--- config.mk ---
export PLATFORM = sky130hd
export DESIGN_NAME = tml_lane
export DESIGN_NICKNAME = d
export VERILOG_FILES = /design/src/tml_pkg.sv /design/src/tml_pow.sv /design/src/tml_lane.sv
export SDC_FILE = /design/constraint.sdc
export NUM_CORES = 2
export LEC_CHECK = 0
export BUFFER_PORTS_ARGS = -buffer_cell sky130_fd_sc_hd__buf_4
export CAP_MARGIN = 40
export CORE_MARGIN = 1
export CORE_UTILIZATION = 45
export CTS_CLUSTER_DIAMETER = 120
export DETAILED_ROUTE_END_ITERATION = 10
export GPL_TIMING_DRIVEN = 0
export SKIP_LAST_GASP = 1
export SLEW_MARGIN = 20
export SYNTH_ARGS = -nofsm -noshare
export SYNTH_HDL_FRONTEND = slang
export SYNTH_SLANG_ARGS = --single-unit
--- constraint.sdc ---
create_clock -name clk -period 16.64 [get_ports clk]
set_input_delay 0.832 -clock clk [delete_from_list [all_inputs] [get_ports clk]]
set_output_delay 0.832 -clock clk [all_outputs]
set_load 0.01 [all_outputs]
--- src/tml_pkg.sv ---
// ----------------------------------------------------------------------------
// tml_pkg
// Shared constants, register codes and helpers of the triplet margin loss block.
// ----------------------------------------------------------------------------
`default_nettype none

package tml_pkg;

  localparam int FEATURE_WIDTH_DEF = 16;
  localparam int ACCUM_WIDTH_DEF   = 48;
  localparam int MAX_FEATURES_DEF  = 4096;

  localparam int DIST_W     = 32;
  localparam int EPS_W      = 16;
  localparam int MARGIN_W   = 32;
  localparam int DIV_W      = 16;
  localparam int DEG_W      = 4;
  localparam int FRAC_W     = 16;
  localparam int CFG_IDX_W  = 3;
  localparam int CFG_DATA_W = 32;
  localparam int LANES      = 3;

  // register indexes
  localparam logic [CFG_IDX_W-1:0] REG_NORM_DEGREE = 3'd0;
  localparam logic [CFG_IDX_W-1:0] REG_EPSILON     = 3'd1;
  localparam logic [CFG_IDX_W-1:0] REG_MARGIN      = 3'd2;
  localparam logic [CFG_IDX_W-1:0] REG_SWAP_ENABLE = 3'd3;
  localparam logic [CFG_IDX_W-1:0] REG_DIVISOR     = 3'd4;

  localparam logic [DEG_W-1:0]    NORM_DEGREE_RST = 4'd2;
  localparam logic [EPS_W-1:0]    EPSILON_RST     = 16'd0;
  localparam logic [MARGIN_W-1:0] MARGIN_RST      = 32'd65536;
  localparam logic [DIV_W-1:0]    DIVISOR_RST     = 16'd1;

  localparam logic [DEG_W-1:0] DEG_MIN = 4'd1;
  localparam logic [DEG_W-1:0] DEG_MAX = 4'd8;

  typedef struct packed {
    logic start;
    logic root;
  } lane_cmd_t;

  // degree zero acts as one, above eight acts as eight
  function automatic logic [DEG_W-1:0] eff_degree(input logic [DEG_W-1:0] d);
    logic [DEG_W-1:0] r;
    if (d == '0) begin
      r = DEG_MIN;
    end else if (d > DEG_MAX) begin
      r = DEG_MAX;
    end else begin
      r = d;
    end
    return r;
  endfunction

endpackage

`default_nettype wire

--- src/tml_pow.sv ---
// ----------------------------------------------------------------------------
// tml_pow
// Iterative Q16.16 power unit: r = t, then (p-1) times r = floor(r*t/2^16),
// saturating at the accumulator maximum. A multiply spans P_LO to P_SUM.
// ----------------------------------------------------------------------------
`default_nettype none

module tml_pow import tml_pkg::*; #(
  parameter int AccumWidth = ACCUM_WIDTH_DEF,
  parameter int TermWidth  = 32
) (
  input  wire logic                  clk,
  input  wire logic                  rst_n,
  input  wire logic                  start,
  input  wire logic [DEG_W-1:0]      degree,
  input  wire logic [TermWidth-1:0]  term,
  output logic                       done,
  output logic [AccumWidth-1:0]      result
);

  localparam int HALF   = (AccumWidth + 1) / 2;
  localparam int UPPER  = AccumWidth - HALF;
  localparam int FULL_W = AccumWidth + TermWidth;
  localparam int Q_W    = FULL_W - FRAC_W;
  localparam int MW     = (AccumWidth > TermWidth) ? AccumWidth : TermWidth;

  typedef enum logic [3:0] {
    P_IDLE = 4'b0001,
    P_LO   = 4'b0010,
    P_HI   = 4'b0100,
    P_SUM  = 4'b1000
  } pow_state_t;

  pow_state_t              state_r, state_nxt;
  logic [2:0]              left_r, left_nxt;
  logic                    done_r, done_nxt;
  logic [AccumWidth-1:0]   r_r, r_nxt;
  logic [TermWidth-1:0]    t_r, t_nxt;
  logic [HALF+TermWidth-1:0]  pl_r, pl_nxt;
  logic [UPPER+TermWidth-1:0] ph_r, ph_nxt;

  logic [MW-1:0]         term_ext;
  logic [AccumWidth-1:0] term_sat;
  logic [FULL_W-1:0]     full;
  logic [Q_W-1:0]        quo;
  logic [AccumWidth-1:0] quo_sat;

  assign term_ext = MW'(term);
  assign term_sat = (term_ext > MW'({AccumWidth{1'b1}})) ? {AccumWidth{1'b1}}
                                                          : term_ext[AccumWidth-1:0];
  assign full     = (FULL_W'(ph_r) << HALF) + FULL_W'(pl_r);
  assign quo      = full[FULL_W-1:FRAC_W];
  assign quo_sat  = (|quo[Q_W-1:AccumWidth]) ? {AccumWidth{1'b1}} : quo[AccumWidth-1:0];

  always_comb begin
    state_nxt = state_r;
    left_nxt  = left_r;
    done_nxt  = 1'b0;
    r_nxt     = r_r;
    t_nxt     = t_r;
    pl_nxt    = pl_r;
    ph_nxt    = ph_r;
    unique case (state_r)
      P_IDLE: begin
        if (start) begin
          r_nxt    = term_sat;
          t_nxt    = term;
          left_nxt = 3'(degree - DEG_MIN);
          if (degree == DEG_MIN) begin
            done_nxt = 1'b1;
          end else begin
            state_nxt = P_LO;
          end
        end
      end
      P_LO: begin
        pl_nxt    = (HALF+TermWidth)'(r_r[HALF-1:0]) * (HALF+TermWidth)'(t_r);
        state_nxt = P_HI;
      end
      P_HI: begin
        ph_nxt    = (UPPER+TermWidth)'(r_r[AccumWidth-1:HALF]) * (UPPER+TermWidth)'(t_r);
        state_nxt = P_SUM;
      end
      P_SUM: begin
        r_nxt    = quo_sat;
        left_nxt = left_r - 3'd1;
        if (left_r == 3'd1) begin
          done_nxt  = 1'b1;
          state_nxt = P_IDLE;
        end else begin
          state_nxt = P_LO;
        end
      end
      default: state_nxt = P_IDLE;
    endcase
  end

  always_ff @(posedge clk) begin
    if (!rst_n) begin
      state_r <= P_IDLE;
      done_r  <= 1'b0;
      left_r  <= '0;
    end else begin
      state_r <= state_nxt;
      done_r  <= done_nxt;
      left_r  <= left_nxt;
    end
    r_r  <= r_nxt;
    t_r  <= t_nxt;
    pl_r <= pl_nxt;
    ph_r <= ph_nxt;
  end

  assign done   = done_r;
  assign result = r_r;

endmodule

`default_nettype wire

--- src/tml_lane.sv ---
// ----------------------------------------------------------------------------
// tml_lane
// One distance lane: power sum of (|x-y|+eps)^p and, at sample end,
// the floor p-th root of the sum found bit by bit with the same power unit.
// ----------------------------------------------------------------------------
`default_nettype none

module tml_lane import tml_pkg::*; #(
  parameter int FeatureWidth = FEATURE_WIDTH_DEF,
  parameter int AccumWidth   = ACCUM_WIDTH_DEF
) (
  input  wire logic                           clk,
  input  wire logic                           rst_n,
  input  wire lane_cmd_t                      cmd,
  input  wire logic signed [FeatureWidth-1:0] x_val,
  input  wire logic signed [FeatureWidth-1:0] y_val,
  input  wire logic [EPS_W-1:0]               epsilon,
  input  wire logic [DEG_W-1:0]               degree,
  output logic                                done,
  output logic [DIST_W-1:0]                   lane_dist
);

  localparam int TW = (FeatureWidth + 9 > DIST_W) ? FeatureWidth + 9 : DIST_W;

  typedef enum logic [2:0] {
    L_IDLE = 3'b001,
    L_ACC  = 3'b010,
    L_ROOT = 3'b100
  } lane_state_t;

  lane_state_t           state_r, state_nxt;
  logic                  done_r, done_nxt;
  logic                  go_r, go_nxt;
  logic [TW-1:0]         t_r, t_nxt;
  logic [AccumWidth-1:0] sum_r, sum_nxt;
  logic [AccumWidth-1:0] lim_r, lim_nxt;
  logic [DIST_W-1:0]     dist_r, dist_nxt;
  logic [4:0]            bit_r, bit_nxt;

  logic signed [FeatureWidth:0] diff;
  logic [FeatureWidth-1:0]      mag;
  logic [TW-1:0]                term;
  logic [AccumWidth:0]          sum_add, lim_add;
  logic                         pow_done;
  logic [AccumWidth-1:0]        pow_res;
  logic [DIST_W-1:0]            keep;

  assign diff    = (FeatureWidth+1)'(x_val) - (FeatureWidth+1)'(y_val);
  assign mag     = diff[FeatureWidth] ? FeatureWidth'(-diff) : diff[FeatureWidth-1:0];
  assign term    = (TW'(mag) << 8) + TW'(epsilon);
  assign sum_add = (AccumWidth+1)'(sum_r) + (AccumWidth+1)'(pow_res);
  assign lim_add = (AccumWidth+1)'(sum_r) + (AccumWidth+1)'(epsilon);
  assign keep    = (pow_res <= lim_r) ? t_r[DIST_W-1:0] : dist_r;

  tml_pow #(
    .AccumWidth (AccumWidth),
    .TermWidth  (TW)
  ) u_pow (
    .clk    (clk),
    .rst_n  (rst_n),
    .start  (go_r),
    .degree (degree),
    .term   (t_r),
    .done   (pow_done),
    .result (pow_res)
  );

  always_comb begin
    state_nxt = state_r;
    done_nxt  = 1'b0;
    go_nxt    = 1'b0;
    t_nxt     = t_r;
    sum_nxt   = sum_r;
    lim_nxt   = lim_r;
    dist_nxt  = dist_r;
    bit_nxt   = bit_r;
    unique case (state_r)
      L_IDLE: begin
        if (cmd.start) begin
          go_nxt = 1'b1;
          if (cmd.root) begin
            lim_nxt   = lim_add[AccumWidth] ? {AccumWidth{1'b1}} : lim_add[AccumWidth-1:0];
            dist_nxt  = '0;
            bit_nxt   = 5'd31;
            t_nxt     = TW'({1'b1, {(DIST_W-1){1'b0}}});
            state_nxt = L_ROOT;
          end else begin
            t_nxt     = term;
            state_nxt = L_ACC;
          end
        end
      end
      L_ACC: begin
        if (pow_done) begin
          sum_nxt   = sum_add[AccumWidth] ? {AccumWidth{1'b1}} : sum_add[AccumWidth-1:0];
          done_nxt  = 1'b1;
          state_nxt = L_IDLE;
        end
      end
      L_ROOT: begin
        if (pow_done) begin
          dist_nxt = keep;
          if (bit_r == '0) begin
            sum_nxt   = '0;
            done_nxt  = 1'b1;
            state_nxt = L_IDLE;
          end else begin
            bit_nxt = bit_r - 5'd1;
            t_nxt   = TW'(keep | (DIST_W'(1) << (bit_r - 5'd1)));
            go_nxt  = 1'b1;
          end
        end
      end
      default: state_nxt = L_IDLE;
    endcase
  end

  always_ff @(posedge clk) begin
    if (!rst_n) begin
      state_r <= L_IDLE;
      done_r  <= 1'b0;
      go_r    <= 1'b0;
      sum_r   <= '0;
    end else begin
      state_r <= state_nxt;
      done_r  <= done_nxt;
      go_r    <= go_nxt;
      sum_r   <= sum_nxt;
    end
    t_r    <= t_nxt;
    lim_r  <= lim_nxt;
    dist_r <= dist_nxt;
    bit_r  <= bit_nxt;
  end

  assign done      = done_r;
  assign lane_dist = dist_r;

endmodule

`default_nettype wire

==> metrics.md <==
| Metric | Value |
|---|---|
| TritonCTS clock tree | `yes` |
| Worst rel slew slack | `0.342` |
| Ranking of synthesized cells by area | `fa_1, edfxtp_1, ha_1` |
| Min Clock Period, post-route | `9970 ps` |
| Syn. warnings | `0` |
| Hold Crit Class | `reg2reg` |
| Synthesized flop and latch total | `354` |
| Hold Crit Depth | `2` |
| EDFF count, synth | `293` |
| TritonRoute pass-1 iters | `7` |
| Status | `finished clean` |
| Final hold violation count | `0` |
| First-pass GRT wire length | `373 mm` |
| Vias | `55304` |
| Dpl cell area | `0.0751 mm2` |
| RSZ-0062 raised after global routing | `no` |
| Busiest grt layer | `met2` |
| Hold path start | `sum_r[4]` |
| CP dominant cell by count | `fa_1` |
| Met2 Track Usage GR | `0.493` |
| Starting density of the core | `0.456` |
| Slowest-stage cell, CP | `clkbuf_1` |
| Synth Cell Area | `0.0705 mm2` |
| Worst Skew | `30.3 ps` |
| Port Buffers | `87` |
| Final std cells w/o fill | `10044` |
| I/O pin count | `89` |
| Worst-path fanout max | `10` |
| Top FF cell, synth | `edfxtp_1` |
| DP Cell Count | `9962` |
| Flop-to-flop setup slack | `6670 ps` |
| Final nets | `9879` |
| Final wirelength | `251 mm` |
| Setup TNS | `0 ps` |
| Crit start category | `flop` |
| Critical path class | `reg2reg` |
| Global-route met3 utilization | `0.0840` |
| Worst-Skew Late Latency | `580 ps` |
| Die Area | `0.158 mm2` |
| Synth top area share | `0.375` |
| Post-synth cell types | `89` |
| Met1 usage | `0.425` |
| Period utilization | `0.599` |
| Fmax achieved | `100 MHz` |
| Max cap viols | `0` |
| Die Span Y | `398 um` |
| Sequential-to-total area share from yosys stat | `0.142` |
| Gpl congestion | `1.03` |
| Crit path DAT | `10280 ps` |
| Clock slew at reported path FFs | `70 ps` |
| Via density | `5.51` |
| Largest net degree at the start of global routing | `50` |
| Syn_nets | `9628` |
| Fin. max-slew vios | `0` |
| GR Util All Layers | `0.323` |
| Hold EP | `sum_r[4]` |
| CP peak stage delay | `700 ps` |
| Root buffer cell | `clkbuf_16` |
| Die width | `398 um` |
| CTS H-tree lvls | `2` |
| Setup Fix Bufs, Post-CTS | `0` |
| Layout cells sized above 1 | `0.0417` |
| Slew @ Worst Pin | `987 ps` |
| CTS Sinks | `354` |
| Post-DRT Antenna Nets | `0` |
| Grt ovf | `0` |
| Synth Instances | `7714` |
| Area Growth Syn to Fin | `8.37%` |
| Area of the core | `0.155 mm2` |
| Setup crit end kind | `flop` |
| Endpoints failing setup | `0` |
| Critical R2R Launch | `u_pow.t_r[7]` |
| Resized Gates After CTS | `0` |
| Row count | `144` |
| # hold bufs at CTS | `0` |
| DR DRC count | `0` |
| CTS Buffer Depth | `3` |
| DR iter-0 viols | `5015` |
| Vias in the first global route | `57082` |
| Mapped Avg Cell Area | `9.14 um2` |
| Initial antenna violation count | `19` |
| RR Endpoint | `u_pow.pl_r[54]` |
| Cells on worst reg2reg path | `29` |
| HPWL Detailed | `215 mm` |
| CTS buffer count | `34` |
| Asr flop ratio synth | `0` |
| Post-DR wirelength/cell | `25.0 um` |
| Final cell area excluding filler cells | `0.0764 mm2` |
| CP required | `16940 ps` |
| Largest area contributor in the netlist | `fa_1` |
state kept, by name, indices dropped and copies added (netlist names):
name and flops:
u_pow.left_r 3, u_pow.t_r 32, u_pow.ph_r 56, u_pow.result 48
t_r 32, done 1, u_pow.done 1, u_pow.pl_r 40
go_r 1, lane_dist 32, u_pow.state_r 4, sum_r 48
lim_r 48, bit_r 5, state_r 3
metrics by stage:
step	hold slack, ps	utilization	setup slack, ps
after CTS	483	0.493	6700
final	486	0.494	6670
after global routing	504	0.493	6340
after global placement	469	0.476	5900
after detailed placement	473	0.485	6780
after floorplan	450	-	9150
cells by family after synthesis:
group / share of synthesized area
compound gates: 0.0812
xor+xnor: 0.0291
fa+ha+maj: 0.470
buf+inv: 0.106
flops: 0.142
mux: 0.00543
simple gates: 0.166
final cells by class:
type                            count  area [um2]
Clock buffer                       39         880
Sequential cell                   354       10000
Fill cell                       14581       78400
Multi-Input combinational cell   5371       53000
Buffer                            392        1500
Tap cell                         2044        2560
Timing Repair Buffer              215        2090
Inverter                         1597        5990
Antenna cell                       10        25.0
Clock inverter                     22         295
cell usage after synthesis, types with 12 or more instances:
| library cell | count |
|---|---|
| fa_1 | 1320 |
| nand2_1 | 1005 |
| o21a_1 | 28 |
| a211oi_1 | 25 |
| nor3_1 | 59 |
| ha_1 | 538 |
| nand2b_1 | 32 |
| inv_1 | 1597 |
| nand3_1 | 63 |
| a21oi_1 | 254 |
| o211ai_1 | 19 |
| xor2_1 | 89 |
| buf_1 | 16 |
| dfxtp_1 | 61 |
| nand4_1 | 46 |
| xnor2_1 | 145 |
| and3_1 | 37 |
| o21ai_0 | 166 |
| nor2_1 | 215 |
| a21o_1 | 133 |
| and2_1 | 793 |
| a31oi_1 | 56 |
| edfxtp_1 | 293 |
| o21bai_1 | 39 |
| nor2b_1 | 37 |
| a21boi_0 | 13 |
| clkbuf_1 | 368 |
| a221o_1 | 25 |
| or3_1 | 12 |
| mux2i_1 | 36 |
how the worst max path moves through the flow:
stage	slack, ps	endpoint	startpoint	cells after the start
after floorplan	9150	u_pow.pl_r[54]	u_pow.t_r[19]	27
after global placement	5900	u_pow.state_r[3]	u_pow.state_r[2]	2
after detailed placement	6780	u_pow.pl_r[54]	u_pow.t_r[7]	29
after CTS	6700	u_pow.pl_r[54]	u_pow.t_r[7]	29
after global routing	6340	u_pow.pl_r[54]	u_pow.t_r[7]	29
final	6670	u_pow.pl_r[54]	u_pow.t_r[7]	29
layout by cell type, fill, tap and decap left out, drive strengths merged, types with 13 or more instances in the layout:
| cell | n |
|---|---|
| a211oi | 28 |
| a21boi | 13 |
| a21o | 133 |
| a21oi | 256 |
| a221o | 25 |
| a31oi | 57 |
| and2 | 796 |
| and3 | 38 |
| buf | 239 |
| clkbuf | 407 |
| dfxtp | 61 |
| edfxtp | 293 |
| fa | 1320 |
| ha | 538 |
| inv | 1599 |
| mux2i | 36 |
| nand2 | 1005 |
| nand2b | 32 |
| nand3 | 63 |
| nand4 | 46 |
| nor2 | 216 |
| nor2b | 37 |
| nor3 | 59 |
| o211ai | 20 |
| o21a | 28 |
| o21ai | 175 |
| o21bai | 39 |
| or3 | 15 |
| xnor2 | 145 |
| xor2 | 89 |
worst max-delay path, delay by kind of cell, from the launching register on:
kind,cells,cell delay [ps]
buffers and inverters,9,1860
DFF,1,560
and+or+nand+nor,2,710
AOI/OAI and AO/OA,10,2650
adders and majority gates,8,3880
layer usage:
layer | vias up | wire [um]
met5 | - | 70
met4 | 12 | 15200
met3 | 560 | 25600
met2 | 2599 | 110000
met1 | 27884 | 99900
li1 | 24249 | -
Power is left out: the tool's default activity adds up to more than one toggle a clock period on the data nets, which glitch-free logic cannot reach.
