File: src/tml_pkg.sv
// ----------------------------------------------------------------------------
// tml_pkg
// Shared constants, register codes and helpers of the triplet margin loss block.
// ----------------------------------------------------------------------------
`default_nettype none

package tml_pkg;

  localparam int FEATURE_WIDTH_DEF = 16;
  localparam int ACCUM_WIDTH_DEF   = 48;
  localparam int MAX_FEATURES_DEF  = 4096;

  localparam int DIST_W     = 32;
  localparam int EPS_W      = 16;
  localparam int MARGIN_W   = 32;
  localparam int DIV_W      = 16;
  localparam int DEG_W      = 4;
  localparam int FRAC_W     = 16;
  localparam int CFG_IDX_W  = 3;
  localparam int CFG_DATA_W = 32;
  localparam int LANES      = 3;

  // register indexes
  localparam logic [CFG_IDX_W-1:0] REG_NORM_DEGREE = 3'd0;
  localparam logic [CFG_IDX_W-1:0] REG_EPSILON     = 3'd1;
  localparam logic [CFG_IDX_W-1:0] REG_MARGIN      = 3'd2;
  localparam logic [CFG_IDX_W-1:0] REG_SWAP_ENABLE = 3'd3;
  localparam logic [CFG_IDX_W-1:0] REG_DIVISOR     = 3'd4;

  localparam logic [DEG_W-1:0]    NORM_DEGREE_RST = 4'd2;
  localparam logic [EPS_W-1:0]    EPSILON_RST     = 16'd0;
  localparam logic [MARGIN_W-1:0] MARGIN_RST      = 32'd65536;
  localparam logic [DIV_W-1:0]    DIVISOR_RST     = 16'd1;

  localparam logic [DEG_W-1:0] DEG_MIN = 4'd1;
  localparam logic [DEG_W-1:0] DEG_MAX = 4'd8;

  typedef struct packed {
    logic start;
    logic root;
  } lane_cmd_t;

  // degree zero acts as one, above eight acts as eight
  function automatic logic [DEG_W-1:0] eff_degree(input logic [DEG_W-1:0] d);
    logic [DEG_W-1:0] r;
    if (d == '0) begin
      r = DEG_MIN;
    end else if (d > DEG_MAX) begin
      r = DEG_MAX;
    end else begin
      r = d;
    end
    return r;
  endfunction

endpackage

`default_nettype wire

File: src/tml_merge.sv
// ----------------------------------------------------------------------------
// tml_merge
// Merges the three lane distances: optional swap, hinge with margin and a
// bit-serial restoring divide by the divisor.
// ----------------------------------------------------------------------------
`default_nettype none

module tml_merge import tml_pkg::*; (
  input  wire logic                clk,
  input  wire logic                rst_n,
  input  wire logic                start,
  input  wire logic [DIST_W-1:0]   dist_ap,
  input  wire logic [DIST_W-1:0]   dist_an,
  input  wire logic [DIST_W-1:0]   dist_pn,
  input  wire logic [EPS_W-1:0]    epsilon,
  input  wire logic [MARGIN_W-1:0] margin,
  input  wire logic                swap_enable,
  input  wire logic [DIV_W-1:0]    divisor,
  output logic                     done,
  output logic [DIST_W-1:0]        loss
);

  localparam int DW = DIST_W + 2;   // dividend width
  localparam int HW = DIST_W + 3;   // signed hinge width

  typedef enum logic [1:0] {
    M_IDLE = 2'b01,
    M_DIV  = 2'b10
  } merge_state_t;

  merge_state_t      state_r, state_nxt;
  logic              done_r, done_nxt;
  logic [5:0]        cnt_r, cnt_nxt;
  logic [DW-1:0]     dvd_r, dvd_nxt;
  logic [DIV_W:0]    rem_r, rem_nxt;
  logic [DIV_W-1:0]  div_r, div_nxt;

  logic [DIST_W:0]     ap, an, pn, an_sel;
  logic signed [HW-1:0] hinge;
  logic [DIV_W:0]      shifted;
  logic                ge;

  assign ap     = (DIST_W+1)'(dist_ap) + (DIST_W+1)'(epsilon);
  assign an     = (DIST_W+1)'(dist_an) + (DIST_W+1)'(epsilon);
  assign pn     = (DIST_W+1)'(dist_pn) + (DIST_W+1)'(epsilon);
  assign an_sel = (swap_enable && pn < an) ? pn : an;
  assign hinge  = $signed(HW'(ap)) - $signed(HW'(an_sel)) + $signed(HW'(margin));

  assign shifted = {rem_r[DIV_W-1:0], dvd_r[DW-1]};
  assign ge      = shifted >= {1'b0, div_r};

  always_comb begin
    state_nxt = state_r;
    done_nxt  = 1'b0;
    cnt_nxt   = cnt_r;
    dvd_nxt   = dvd_r;
    rem_nxt   = rem_r;
    div_nxt   = div_r;
    unique case (state_r)
      M_IDLE: begin
        if (start) begin
          dvd_nxt   = hinge[HW-1] ? '0 : hinge[DW-1:0];
          rem_nxt   = '0;
          div_nxt   = (divisor == '0) ? DIV_W'(1) : divisor;
          cnt_nxt   = 6'(DW - 1);
          state_nxt = M_DIV;
        end
      end
      M_DIV: begin
        rem_nxt = ge ? (shifted - {1'b0, div_r}) : shifted;
        dvd_nxt = {dvd_r[DW-2:0], ge};
        cnt_nxt = cnt_r - 6'd1;
        if (cnt_r == '0) begin
          done_nxt  = 1'b1;
          state_nxt = M_IDLE;
        end
      end
      default: state_nxt = M_IDLE;
    endcase
  end

  always_ff @(posedge clk) begin
    if (!rst_n) begin
      state_r <= M_IDLE;
      done_r  <= 1'b0;
    end else begin
      state_r <= state_nxt;
      done_r  <= done_nxt;
    end
    cnt_r <= cnt_nxt;
    dvd_r <= dvd_nxt;
    rem_r <= rem_nxt;
    div_r <= div_nxt;
  end

  // quotient saturates to 32 bits
  assign done = done_r;
  assign loss = (|dvd_r[DW-1:DIST_W]) ? {DIST_W{1'b1}} : dvd_r[DIST_W-1:0];

endmodule

`default_nettype wire

File: config.mk
export PLATFORM = sky130hd
export DESIGN_NAME = tml_merge
export DESIGN_NICKNAME = d
export VERILOG_FILES = /design/src/tml_pkg.sv /design/src/tml_merge.sv
export SDC_FILE = /design/constraint.sdc
export NUM_CORES = 1
export LEC_CHECK = 0
export CAP_MARGIN = 10
export CORE_UTILIZATION = 40
export DETAILED_ROUTE_END_ITERATION = 6
export DONT_BUFFER_PORTS = 1
export HOLD_SLACK_MARGIN = 0.12
export PLACE_DENSITY = 0.56
export SLEW_MARGIN = 20
export SYNTH_ARGS = -nofsm -noshare
export SYNTH_HDL_FRONTEND = slang
export SYNTH_SLANG_ARGS = --single-unit
File: constraint.sdc
create_clock -name clk -period 13.15 [get_ports clk]
set_clock_uncertainty 0.15 [all_clocks]
set_input_delay 3.945 -clock clk [delete_from_list [all_inputs] [get_ports clk]]
set_output_delay 3.945 -clock clk [all_outputs]
set_load 0.005 [all_outputs]
==> results by group, run 1 <==
Worst hold path
  – Worst Min Path Start: dvd_r[25]
  – Hold Crit Class: reg -> reg

Placed design
  – Routability cong.: 0.895
  – Number of port buffers: 0
  – HPWL Detailed: 23.7 mm
  – DP Area: 11700 um2
  – Pre-CTS setup slack: -325 ps

Synthesis
  – Number of synthesized flops with an enable pin: between 70 and 80
  – Yosys top cell by area: edfxtp_1
  – Top cell type's share of synthesized area: about 20%
  – Sequential fraction of the synthesis area: between 20% and 30%
  – Commonest cells in the synthesized netlist: ha_1 (163), a21oi_1 (123), nor2_1 (102)
  – Synth warn: 0
  – Top cells by area, synth: edfxtp_1 (20%), ha_1 (19%), xnor2_1 (6.5%)
  – Mapped Cells: 1300
  – Syn Nets: 1647
  – Netlist cell types: 71
  – Synth Register Bits: 75
  – Mapped Area: 11000 um2
  – Top_reg_cell synth: edfxtp_1
  – Synth Area per Inst: 8.44 um2
  – Async SR Flop Fraction: 0%
  – Most frequent cell after synthesis: ha_1

Power and ir drop
  – Power Density: between 150 and 200 nW/um2
  – P_leak: roughly 5.4 nW
  – Max rail drop VDD: roughly 0.077 mV

Clocking
  – Number of H-tree levels: 3
  – Max clock buf depth: 2
  – Hold_buf cts: 0
  – TritonCTS Buffers: 9
  – Clock transition at path regs: 60 ps
  – CTS tree: yes
  – CTS root buffer: clkbuf_16
  – Clk_lat worst skew: 330 ps
  – Sink Count: 75

Critical path
  – Crit path kind: in -> reg
  – CP max-delay cell: fa_1
  – CP startpoint: dist_pn[1]
  – Nature of the critical path endpoint: flip-flop
  – CP startpoint kind: primary input
  – Largest stage delay, worst path: 450 ps
  – R2r startpoint: dvd_r[33]
  – Worst path arrival time: 12540 ps
  – Crit-path max FO: 15
  – CP Data Required Time: 13060 ps

STA
  – Final period util: 96.1%
  – Normalized max-slew margin: about a third
  – Worst-Margin Slew: 1030 ps
  – Final setup fails: 0
  – Fmax: 79.2 MHz
  – Setup Total Neg Slack: 0 ps
  – Slew Limit Fails: 0
  – Minimum clock period: 12630 ps
  – Setup ws final: 519 ps
  – Hold Vio Cnt, Final: 0

Die
  – Row count: 60
  – Die X: 168 um
  – Die span in y: 168 um
  – Die ar.: 28100 um2
  – Core area: 27000 um2
  – Initial Util: 40.7%
  – Ports: 197

GRT
  – Largest net degree at the start of global routing: 57
  – GRT Overall Usage: 19.9%
  – Most Crowded Layer GR: met2
  – First-pass GRT wire length: between 40 and 50 mm
  – Met3 usage: roughly 5.2%
  – M2 GR Usage: 33.2%
  – Vias in the first global route: between 9000 and 10000
  – Initial antenna violation count: 3
  – Met1 global-route usage: approximately 26%
  – Grt ovf: 0

Routing
  – Antenna-violating nets left: 0
  – Iteration count of the initial detailed-routing pass: 6
  – Final wirelength: 28.5 mm
  – Initial DRC Count: 407
  – Routed vias: 9377
  – Remaining routing DRC violations: 0
  – Drt wl/cell: 16.9 um
  – Vias per cell: 5.57

Outcome
  – Status: finished clean

Finish
  – Fraction of layout cells with a size suffix above 1: 9.48%
  – Register area: 2220 um2
  – Fillers: between 2000 and 3000
  – Nets@finish: 1681
  – Design area: roughly 12000 um2
  – Area of the multi-input gates: 8350 um2
  – P&R area growth vs syn: 11.1%

Flow run
  – Max-cap violation count: 0
## cells by family after synthesis
kind of cell | share of synthesized area, %
XOR/XNOR | 9.89
adder cells (fa/ha/maj) | 22.4
AO/OA/AOI/OAI | 20.9
AND/OR/NAND/NOR | 17.1
buffers and inverters | 4.83
flip-flops | 20.2
multiplexers | 4.58
## cell usage in the layout, fill, tap and decap left out, types with 13 or more instances in the layout
master and instances:
nor2b_1 13, fa_1 19, a21oi_1 117, xnor2_1 82, buf_4 63, nand3_1 29
nand2_1 86, or3_1 37, o21ai_0 52, o21bai_1 17, nand4_1 15, mux2i_1 39
nand2b_1 18, nor3_1 17, inv_1 92, and3_1 19, a211oi_1 16, a21o_1 45
edfxtp_1 72, nor2_1 101, xor2_1 42, ha_1 162
## worst max-delay path: cells and delay by family
| kind | cells | cell delay (ps) |
|---|---|---|
| compound gates | 23 | 4630 |
| xor+xnor | 2 | 330 |
| fa+ha+maj | 7 | 2390 |
| buf+inv | 3 | 430 |
| mux | 1 | 230 |
| simple gates | 4 | 570 |
## area by class of cell
class	instances	area share, %
Antenna cell	2	0.0410
Inverter	92	2.83
Clock buffer	10	1.88
Tap cell	341	3.50
Sequential cell	75	18.2
Multi-Input combinational cell	1090	68.5
Clock inverter	6	0.738
Timing Repair Buffer	66	4.34
## sequential cells by signal, indices dropped and copies added, names as in the netlist
| signal | cells |
|---|---|
| state_r | 2 |
| dvd_r | 34 |
| div_r | 16 |
| rem_r | 16 |
| done | 1 |
| cnt_r | 6 |
## metrics by stage
stage / instances / utilization, % / total power [mW] / hold slack, ps
floorplan: 1300 / - / 1.55 / 364
CTS: 1675 / 44.6 / 2.24 / 436
detailed placement: 1659 / 43.4 / 1.97 / 422
global route: 1680 / 45.3 / 2.51 / 477
finish: 1682 / 45.3 / 2.27 / 431
global placement: 1659 / 43.4 / 1.95 / 394
## final timing paths
kind                            slack, ps         to  depth (start not counted)
worst min register to register        430  dvd_r[26]                          2
worst max register to register       8540  rem_r[11]                         12
worst min-delay path                  430  dvd_r[26]                          2
worst max-delay path                  520  dvd_r[28]                         40
## per-layer routing
metal | up-vias | part of all wire, %
li1 | 4828 | -
met1 | 4290 | 46
met2 | 226 | 46
met3 | 29 | 7.1
met4 | 4 | 1.0
met5 | - | 0.11
## what timing repair did
item | in CTS | in global routing
buffers inserted | 0 | 4
cloned | 0 | 1
pin swaps | 0 | 15
gates resized for setup | 1 | 40
setup endpoints to repair | 2 | 34
## power by group
group	total, mW	switching (mW)	internal, mW
registers	0.389	0.0352	0.354
clock network	0.264	0.0974	0.166
logic	1.62	0.857	0.758
total	2.27	0.990	1.28
Power figures use the tool's default switching activity.
==> run 2, diff against run 1 <==
--- a/config.mk
+++ b/config.mk
@@ -6,6 +6,7 @@
 export NUM_CORES = 1
 export LEC_CHECK = 0
 export CAP_MARGIN = 10
+export CORE_MARGIN = 5
 export CORE_UTILIZATION = 40
 export DETAILED_ROUTE_END_ITERATION = 6
 export DONT_BUFFER_PORTS = 1
==> run 2 against run 1 <==
Effect of this change:
- highest routed layer unchanged
- total power is 1.4% lower
- combinational power hardly changed
- cell area is 0.13% higher
- non-clock buffer count is 4 lower
- critical path depth is 1 higher
- maximum frequency is 0.52% higher
- die area is 9.8% higher
- count of clock-buffer cells in the layout is 1 lower
- sequential power hardly changed
- final cell count is 0.30% lower
==> results by group, run 2 (synthesis results as in run 1) <==
Critical path
  – CP startpoint kind: primary input
  – Crit path kind: in -> reg
  – Worst path arrival time: 12480 ps (-60 ps)
  – Crit-path max FO: 6 (-9)
  – CP max-delay cell: fa_1
  – CP Data Required Time: 13060 ps (about the same)
  – Largest stage delay, worst path: 490 ps (+40 ps)
  – Nature of the critical path endpoint: flip-flop
  – Crit-path most repeated cell: ha_1

Placed design
  – HPWL Detailed: 24.7 mm (+4.0%)
  – Routability cong.: 0.903 (+0.90%)
  – Number of port buffers: 0 (unchanged)

Outcome
  – Status: finished clean

GRT
  – Largest net degree at the start of global routing: 57 (unchanged)
  – Initial antenna violation count: 4 (+1)
  – GRT Overall Usage: 18.5% (-1.4 points)
  – Vias in the first global route: 9276 (+0.71%)
  – Grt ovf: 0 (unchanged)
  – First-pass GRT wire length: 47.0 mm (+3.8%)

Clocking
  – Clk_lat worst skew: 340 ps (about the same)
  – Max clock buf depth: 2 (unchanged)
  – Sink Count: 75 (unchanged)
  – Number of H-tree levels: 3 (unchanged)
  – CTS root buffer: clkbuf_16
  – TritonCTS Buffers: 9 (unchanged)
  – Hold_buf cts: 0 (unchanged)
  – CTS tree: yes
  – Clock transition at path regs: 60 ps (about the same)

Routing
  – Drt wl/cell: 17.7 um (+4.3%)
  – Final wirelength: 29.6 mm (+4.0%)
  – Remaining routing DRC violations: 0 (unchanged)
  – Iteration count of the initial detailed-routing pass: 5 (-1)
  – Routed vias: 9363 (-0.15%)
  – Initial DRC Count: 460 (+13%)
  – Antenna-violating nets left: 0 (unchanged)
  – Vias per cell: 5.58 (+0.15%)

STA
  – Final period util: 95.6% (-0.50 points)
  – Slew Limit Fails: 0 (unchanged)
  – Fmax: 79.6 MHz (+0.52%)
  – Minimum clock period: 12570 ps (-65.4 ps)
  – Final hold slack: 445 ps (+13.6 ps)
  – Hold Vio Cnt, Final: 0 (unchanged)
  – Final setup fails: 0 (unchanged)
  – Normalized max-slew margin: 33.8% (+2.2 points)
  – Worst-Margin Slew: 992 ps (-32.6 ps)

Finish
  – Commonest non-fill, non-tap cell in the layout: ha_1
  – Largest Register: dvd_r
  – Nets@finish: 1677 (-0.24%)
  – Fillers: 2677 (+1.2%)
  – Commonest cells after routing, fill and taps aside: ha_1 (159), a21oi_1 (115), nor2_1 (101)
  – Largest register FFs: 34 (unchanged)
  – Fraction of layout cells with a size suffix above 1: 10.0% (+0.56 points)
  – P&R area growth vs syn: 11.3%
  – Largest regs: dvd_r (34), div_r (16), rem_r (16)

Power and ir drop
  – Switching Power: 0.996 mW (+0.65%)
  – Clock share of power: 9.8% (-1.8 points)
  – Switching share of power: 44.5% (+0.92 points)
  – P_int: 1.24 mW (-3.0%)
  – P_leak: 5.39 nW (-0.94%)
  – Power Density: 183 nW/um2 (-1.6%)
  – Pwr Total: 2.24 mW (-1.4%)
  – Combinational power share: 72.8% (+1.6 points)
  – Max rail drop VDD: 0.0822 mV (+7.4%)
  – Sequential power share: 17.4% (+0.2 points)

Flow run
  – Max-cap violation count: 0 (unchanged)

Die
  – Die X: 176 um (+4.8%)
  – Die ar.: 30900 um2 (+9.8%)
  – Die span in y: 176 um (+4.8%)
  – Initial Util: 40.7% (unchanged)
  – Row count: 60 (unchanged)
  – Ports: 197 (unchanged)
  – Core area: 27000 um2 (unchanged)

Worst hold path
  – Hold Crit Class: reg -> reg
[run 2: area by class of cell]
| type | count | area [um2] | share of cell area [%] |
|---|---|---|---|
| clock buffers | 9 | 225 | 1.84 |
| flip-flops and latches | 75 | 2220 | 18.2 |
| well taps | 341 | 427 | 3.49 |
| inverters | 92 | 345 | 2.83 |
| diodes | 2 | 5.00 | 0.0410 |
| clock inverters | 6 | 33.8 | 0.277 |
| multi-input cells | 1090 | 8440 | 69.1 |
| repair buffers | 62 | 519 | 4.25 |
[run 2: critical path, delay by kind of cell]
family	cells	cell delay, ps
XOR/XNOR	2	310
adder cells (fa/ha/maj)	7	2440
AND/OR/NAND/NOR	4	380
multiplexers	1	220
AO/OA/AOI/OAI	23	4610
buffers and inverters	4	550
[run 2: repair_timing]
| action | CTS | global route |
|---|---|---|
| pin swaps | 0 | 25 |
| buffers inserted | 0 | 4 |
| resized for setup | 1 | 55 |
| gates cloned | 0 | 1 |
| setup endpoints to repair | 3 | 34 |
| endpoints found under the hold margin | 0 | 0 |
[run 2: metrics by stage]
stage	setup WS, ps	setup TNS (ps)	std cells	cell area [um2]	utilization, %
global placement	-314	-9210	1655	11700	43.3
floorplan	291	0	1300	11000	-
detailed placement	-313	-9120	1655	11700	43.3
global route	-50.6	-977	1676	12200	45.3
CTS	39.8	0	1670	11900	44.3
finish	584	0	1677	12200	45.3
[run 2: routing by layer]
metal / GRT usage [%] / share of wire (%) / vias to the layer above
met5: 0 / 0.11 / -
met3: 4.91 / 7.1 / 22
met1: 24.9 / 46 / 4289
met4: 3.57 / 1.1 / 6
li1: - / - / 4813
met2: 30.2 / 46 / 233
[run 2: power groups by stage]
stage	logic (mW)	clock network, mW	registers, mW
CTS	1.58	0.225	0.390
global placement	1.55	0	0.391
detailed placement	1.57	0	0.394
floorplan	1.17	0	0.375
global route	1.85	0.235	0.397
finish	1.63	0.219	0.390
[run 2: final timing paths]
check	from	to	slack, ps	depth (start not counted)
worst max-delay path	dist_an[4]	dvd_r[28]	580	41
worst min-delay path	dvd_r[6]	dvd_r[7]	440	2
worst max register to register	dvd_r[33]	rem_r[4]	8680	12
worst min register to register	dvd_r[6]	dvd_r[7]	440	2
==> run 3, diff against run 2 <==
--- a/config.mk
+++ b/config.mk
@@ -12,6 +12,8 @@
 export DONT_BUFFER_PORTS = 1
 export HOLD_SLACK_MARGIN = 0.12
 export PLACE_DENSITY = 0.56
+export RECOVER_POWER = 50
+export SKIP_LAST_GASP = 1
 export SLEW_MARGIN = 20
 export SYNTH_ARGS = -nofsm -noshare
 export SYNTH_HDL_FRONTEND = slang
==> run 3 against run 2 <==
Effect of this change:
- the flow now finishes with violations (max-capacitance violations)
- critical path depth unchanged
- global-route usage unchanged
- sequential power about the same
- largest cell class unchanged
- first-iteration DRC count decreased by 0.87%
- critical path type unchanged
- sequential cell count unchanged
- routed wire length increased by 0.12%
- setup slack got worse by 23 ps
- final cell count unchanged
==> results by group, run 3 (synthesis results as in run 1) <==
Outcome
  – Status: finished, violations left
  – Failing checks: max-capacitance violations

Power and ir drop
  – Combinational power share: 72.8% (about the same)
  – P_leak: 5.39 nW (about the same)
  – Clock share of power: 9.8% (about the same)
  – P_int: 1.24 mW (about the same)
  – Switching share of power: 44.6% (about the same)
  – Sequential power share: 17.4% (about the same)
  – Max rail drop VDD: 0.0822 mV (about the same)
  – Switching Power: 0.997 mW (about the same)
  – Power Density: 183 nW/um2 (about the same)
  – Pwr Total: 2.24 mW (about the same)

GRT
  – First-pass GRT wire length: 47.0 mm (unchanged)
  – Vias in the first global route: 9276 (unchanged)
  – Largest net degree at the start of global routing: 57 (unchanged)
  – GRT Overall Usage: 18.5% (unchanged)
  – Grt ovf: 0 (unchanged)
  – Initial antenna violation count: 4 (unchanged)

Finish
  – Register area: 2220 um2 (unchanged)
  – Fraction of layout cells with a size suffix above 1: 9.97% (-0.075 points)
  – Commonest cells after routing, fill and taps aside: ha_1 (159), a21oi_1 (115), nor2_1 (101)
  – Core Util, Final: 45.3% (unchanged)
  – Commonest non-fill, non-tap cell in the layout: ha_1
  – P&R area growth vs syn: 11.3% (unchanged)
  – Largest Register: dvd_r
  – Fillers: 2677 (unchanged)
  – Largest register FFs: 34 (unchanged)
  – Largest regs: dvd_r (34), div_r (16), rem_r (16)
  – Nets@finish: 1677 (unchanged)
  – Area of the multi-input gates: 8440 um2 (unchanged)

Critical path
  – R2R depth: 12 (unchanged)
  – Crit-path max FO: 6 (unchanged)
  – Largest stage delay, worst path: 490 ps (about the same)
  – Worst path arrival time: 12500 ps (+20 ps)
  – Setup slack, reg-to-reg: 8670 ps (about the same)
  – CP startpoint kind: primary input
  – CP Data Required Time: 13070 ps (about the same)
  – Crit-path most repeated cell: ha_1
  – CP max-delay cell: fa_1
  – Crit path kind: in -> reg
  – Cell family with most CP delay: compound AO/OA/AOI/OAI gates
  – Nature of the critical path endpoint: flip-flop
  – Worst Path Buf+Inv: 4 (unchanged)
  – Worst r2r dst: rem_r[4]
  – R2r startpoint: dvd_r[33]

STA
  – Minimum clock period: 12590 ps (+23.1 ps)
  – Normalized max-slew margin: 0.110% (-34 points)
  – Final period util: 95.7% (+0.18 points)
  – Fmax: 79.4 MHz (-0.18%)
  – Worst-Margin Slew: 1500 ps (+506 ps)
  – Final setup fails: 0 (unchanged)
  – Slew Limit Fails: 0 (unchanged)
  – Hold Vio Cnt, Final: 0 (unchanged)

Clocking
  – CTS root buffer: clkbuf_16
  – Hold_buf cts: 0 (unchanged)
  – Max clock buf depth: 2 (unchanged)
  – Clock transition at path regs: 60 ps (about the same)
  – Sink Count: 75 (unchanged)
  – Clk_lat worst skew: 340 ps (about the same)
  – Number of H-tree levels: 3 (unchanged)
  – CTS tree: yes
  – TritonCTS Buffers: 9 (unchanged)

Routing
  – Final wirelength: 29.7 mm (+0.12%)
  – Remaining routing DRC violations: 0 (unchanged)
  – Drt wl/cell: 17.7 um (+0.12%)
  – Initial DRC Count: 456 (-0.87%)
  – Iteration count of the initial detailed-routing pass: 5 (unchanged)
  – Routed vias: 9369 (+0.064%)
  – Antenna-violating nets left: 0 (unchanged)
  – Vias per cell: 5.59 (about the same)

Die
  – Ports: 197 (unchanged)
  – Initial Util: 40.7% (unchanged)
  – Core area: 27000 um2 (unchanged)
  – Die ar.: 30900 um2 (unchanged)
  – Die X: 176 um (unchanged)
  – Row count: 60 (unchanged)
  – Die span in y: 176 um (unchanged)

Worst hold path
  – WHS Endpoint: dvd_r[7]
  – Hold Crit Class: reg -> reg
  – Hold depth: 2 (unchanged)
  – Worst Min Path Start: dvd_r[6]

Placed design
  – HPWL Detailed: 24.7 mm (unchanged)
  – Number of port buffers: 0 (unchanged)
  – Routability cong.: 0.903 (unchanged)

Flow run
  – Max-cap violation count: 1 (+1)
[run 3: cell counts in the layout (fill, tap and decap cells not counted)]
No cell type changed its count.
[run 3: what timing repair did]
item / 4_1_cts / 5_1_grt
endpoints found under the setup margin: 3 / 34
pin swaps: 0 / 25
gates cloned: 0 / 1
setup buffers: 0 / 4
resized for setup: 1 / 55
[run 3: worst max path at each step]
stage / from / to / slack, ps / cells after the start
global placement: dist_an[4] / dvd_r[1] / -310 / 39
detailed placement: dist_an[4] / dvd_r[1] / -310 / 39
finish: dist_an[4] / dvd_r[28] / 560 / 41
CTS: dist_an[4] / dvd_r[1] / 40 / 40
floorplan: dist_an[0] / dvd_r[21] / 290 / 46
global route: dist_an[6] / dvd_r[28] / -50 / 44
[run 3: cell type report]
| type | count | area share [%] |
|---|---|---|
| antenna | 2 | 0.0410 |
| clock buffer | 9 | 1.84 |
| clock inverter | 6 | 0.277 |
| inverter | 92 | 2.83 |
| multi-input combinational | 1090 | 69.1 |
| sequential | 75 | 18.2 |
| tap | 341 | 3.49 |
| timing repair buffer | 62 | 4.25 |
[run 3: power by group through the flow]
stage / clock network [mW] / registers (mW) / logic (mW)
6_report: 0.219 / 0.390 / 1.63
5_1_grt: 0.235 / 0.397 / 1.85
4_1_cts: 0.225 / 0.390 / 1.58
3_5_place_dp: 0 / 0.394 / 1.57
3_3_place_gp: 0 / 0.391 / 1.55
2_1_floorplan: 0 / 0.375 / 1.17
[run 3: tightest hold or removal path, delay by kind of cell, from the launching register on]
family          cells  cell delay [ps]
simple gates        1               80
flops               1              340
compound gates      1               60
[run 3: metal layers]
metal / wire length, um / track usage [%] / vias to the layer above
met5: 34 / 0 / -
met4: 334 / 3.57 / 6
met3: 2120 / 4.91 / 22
met2: 13600 / 30.2 / 229
met1: 13600 / 24.9 / 4299
li1: - / - / 4813
[run 3: per-stage QoR]
step	hold slack, ps	setup TNS [ps]	area, um2	instances	worst slack [ps]
3_3_place_gp	409	-9210	11700	1655	-314
3_5_place_dp	426	-9120	11700	1655	-313
2_1_floorplan	364	0	11000	1300	291
5_1_grt	461	-977	12200	1676	-50.6
6_report	445	0	12200	1677	561
4_1_cts	438	0	11900	1670	39.8
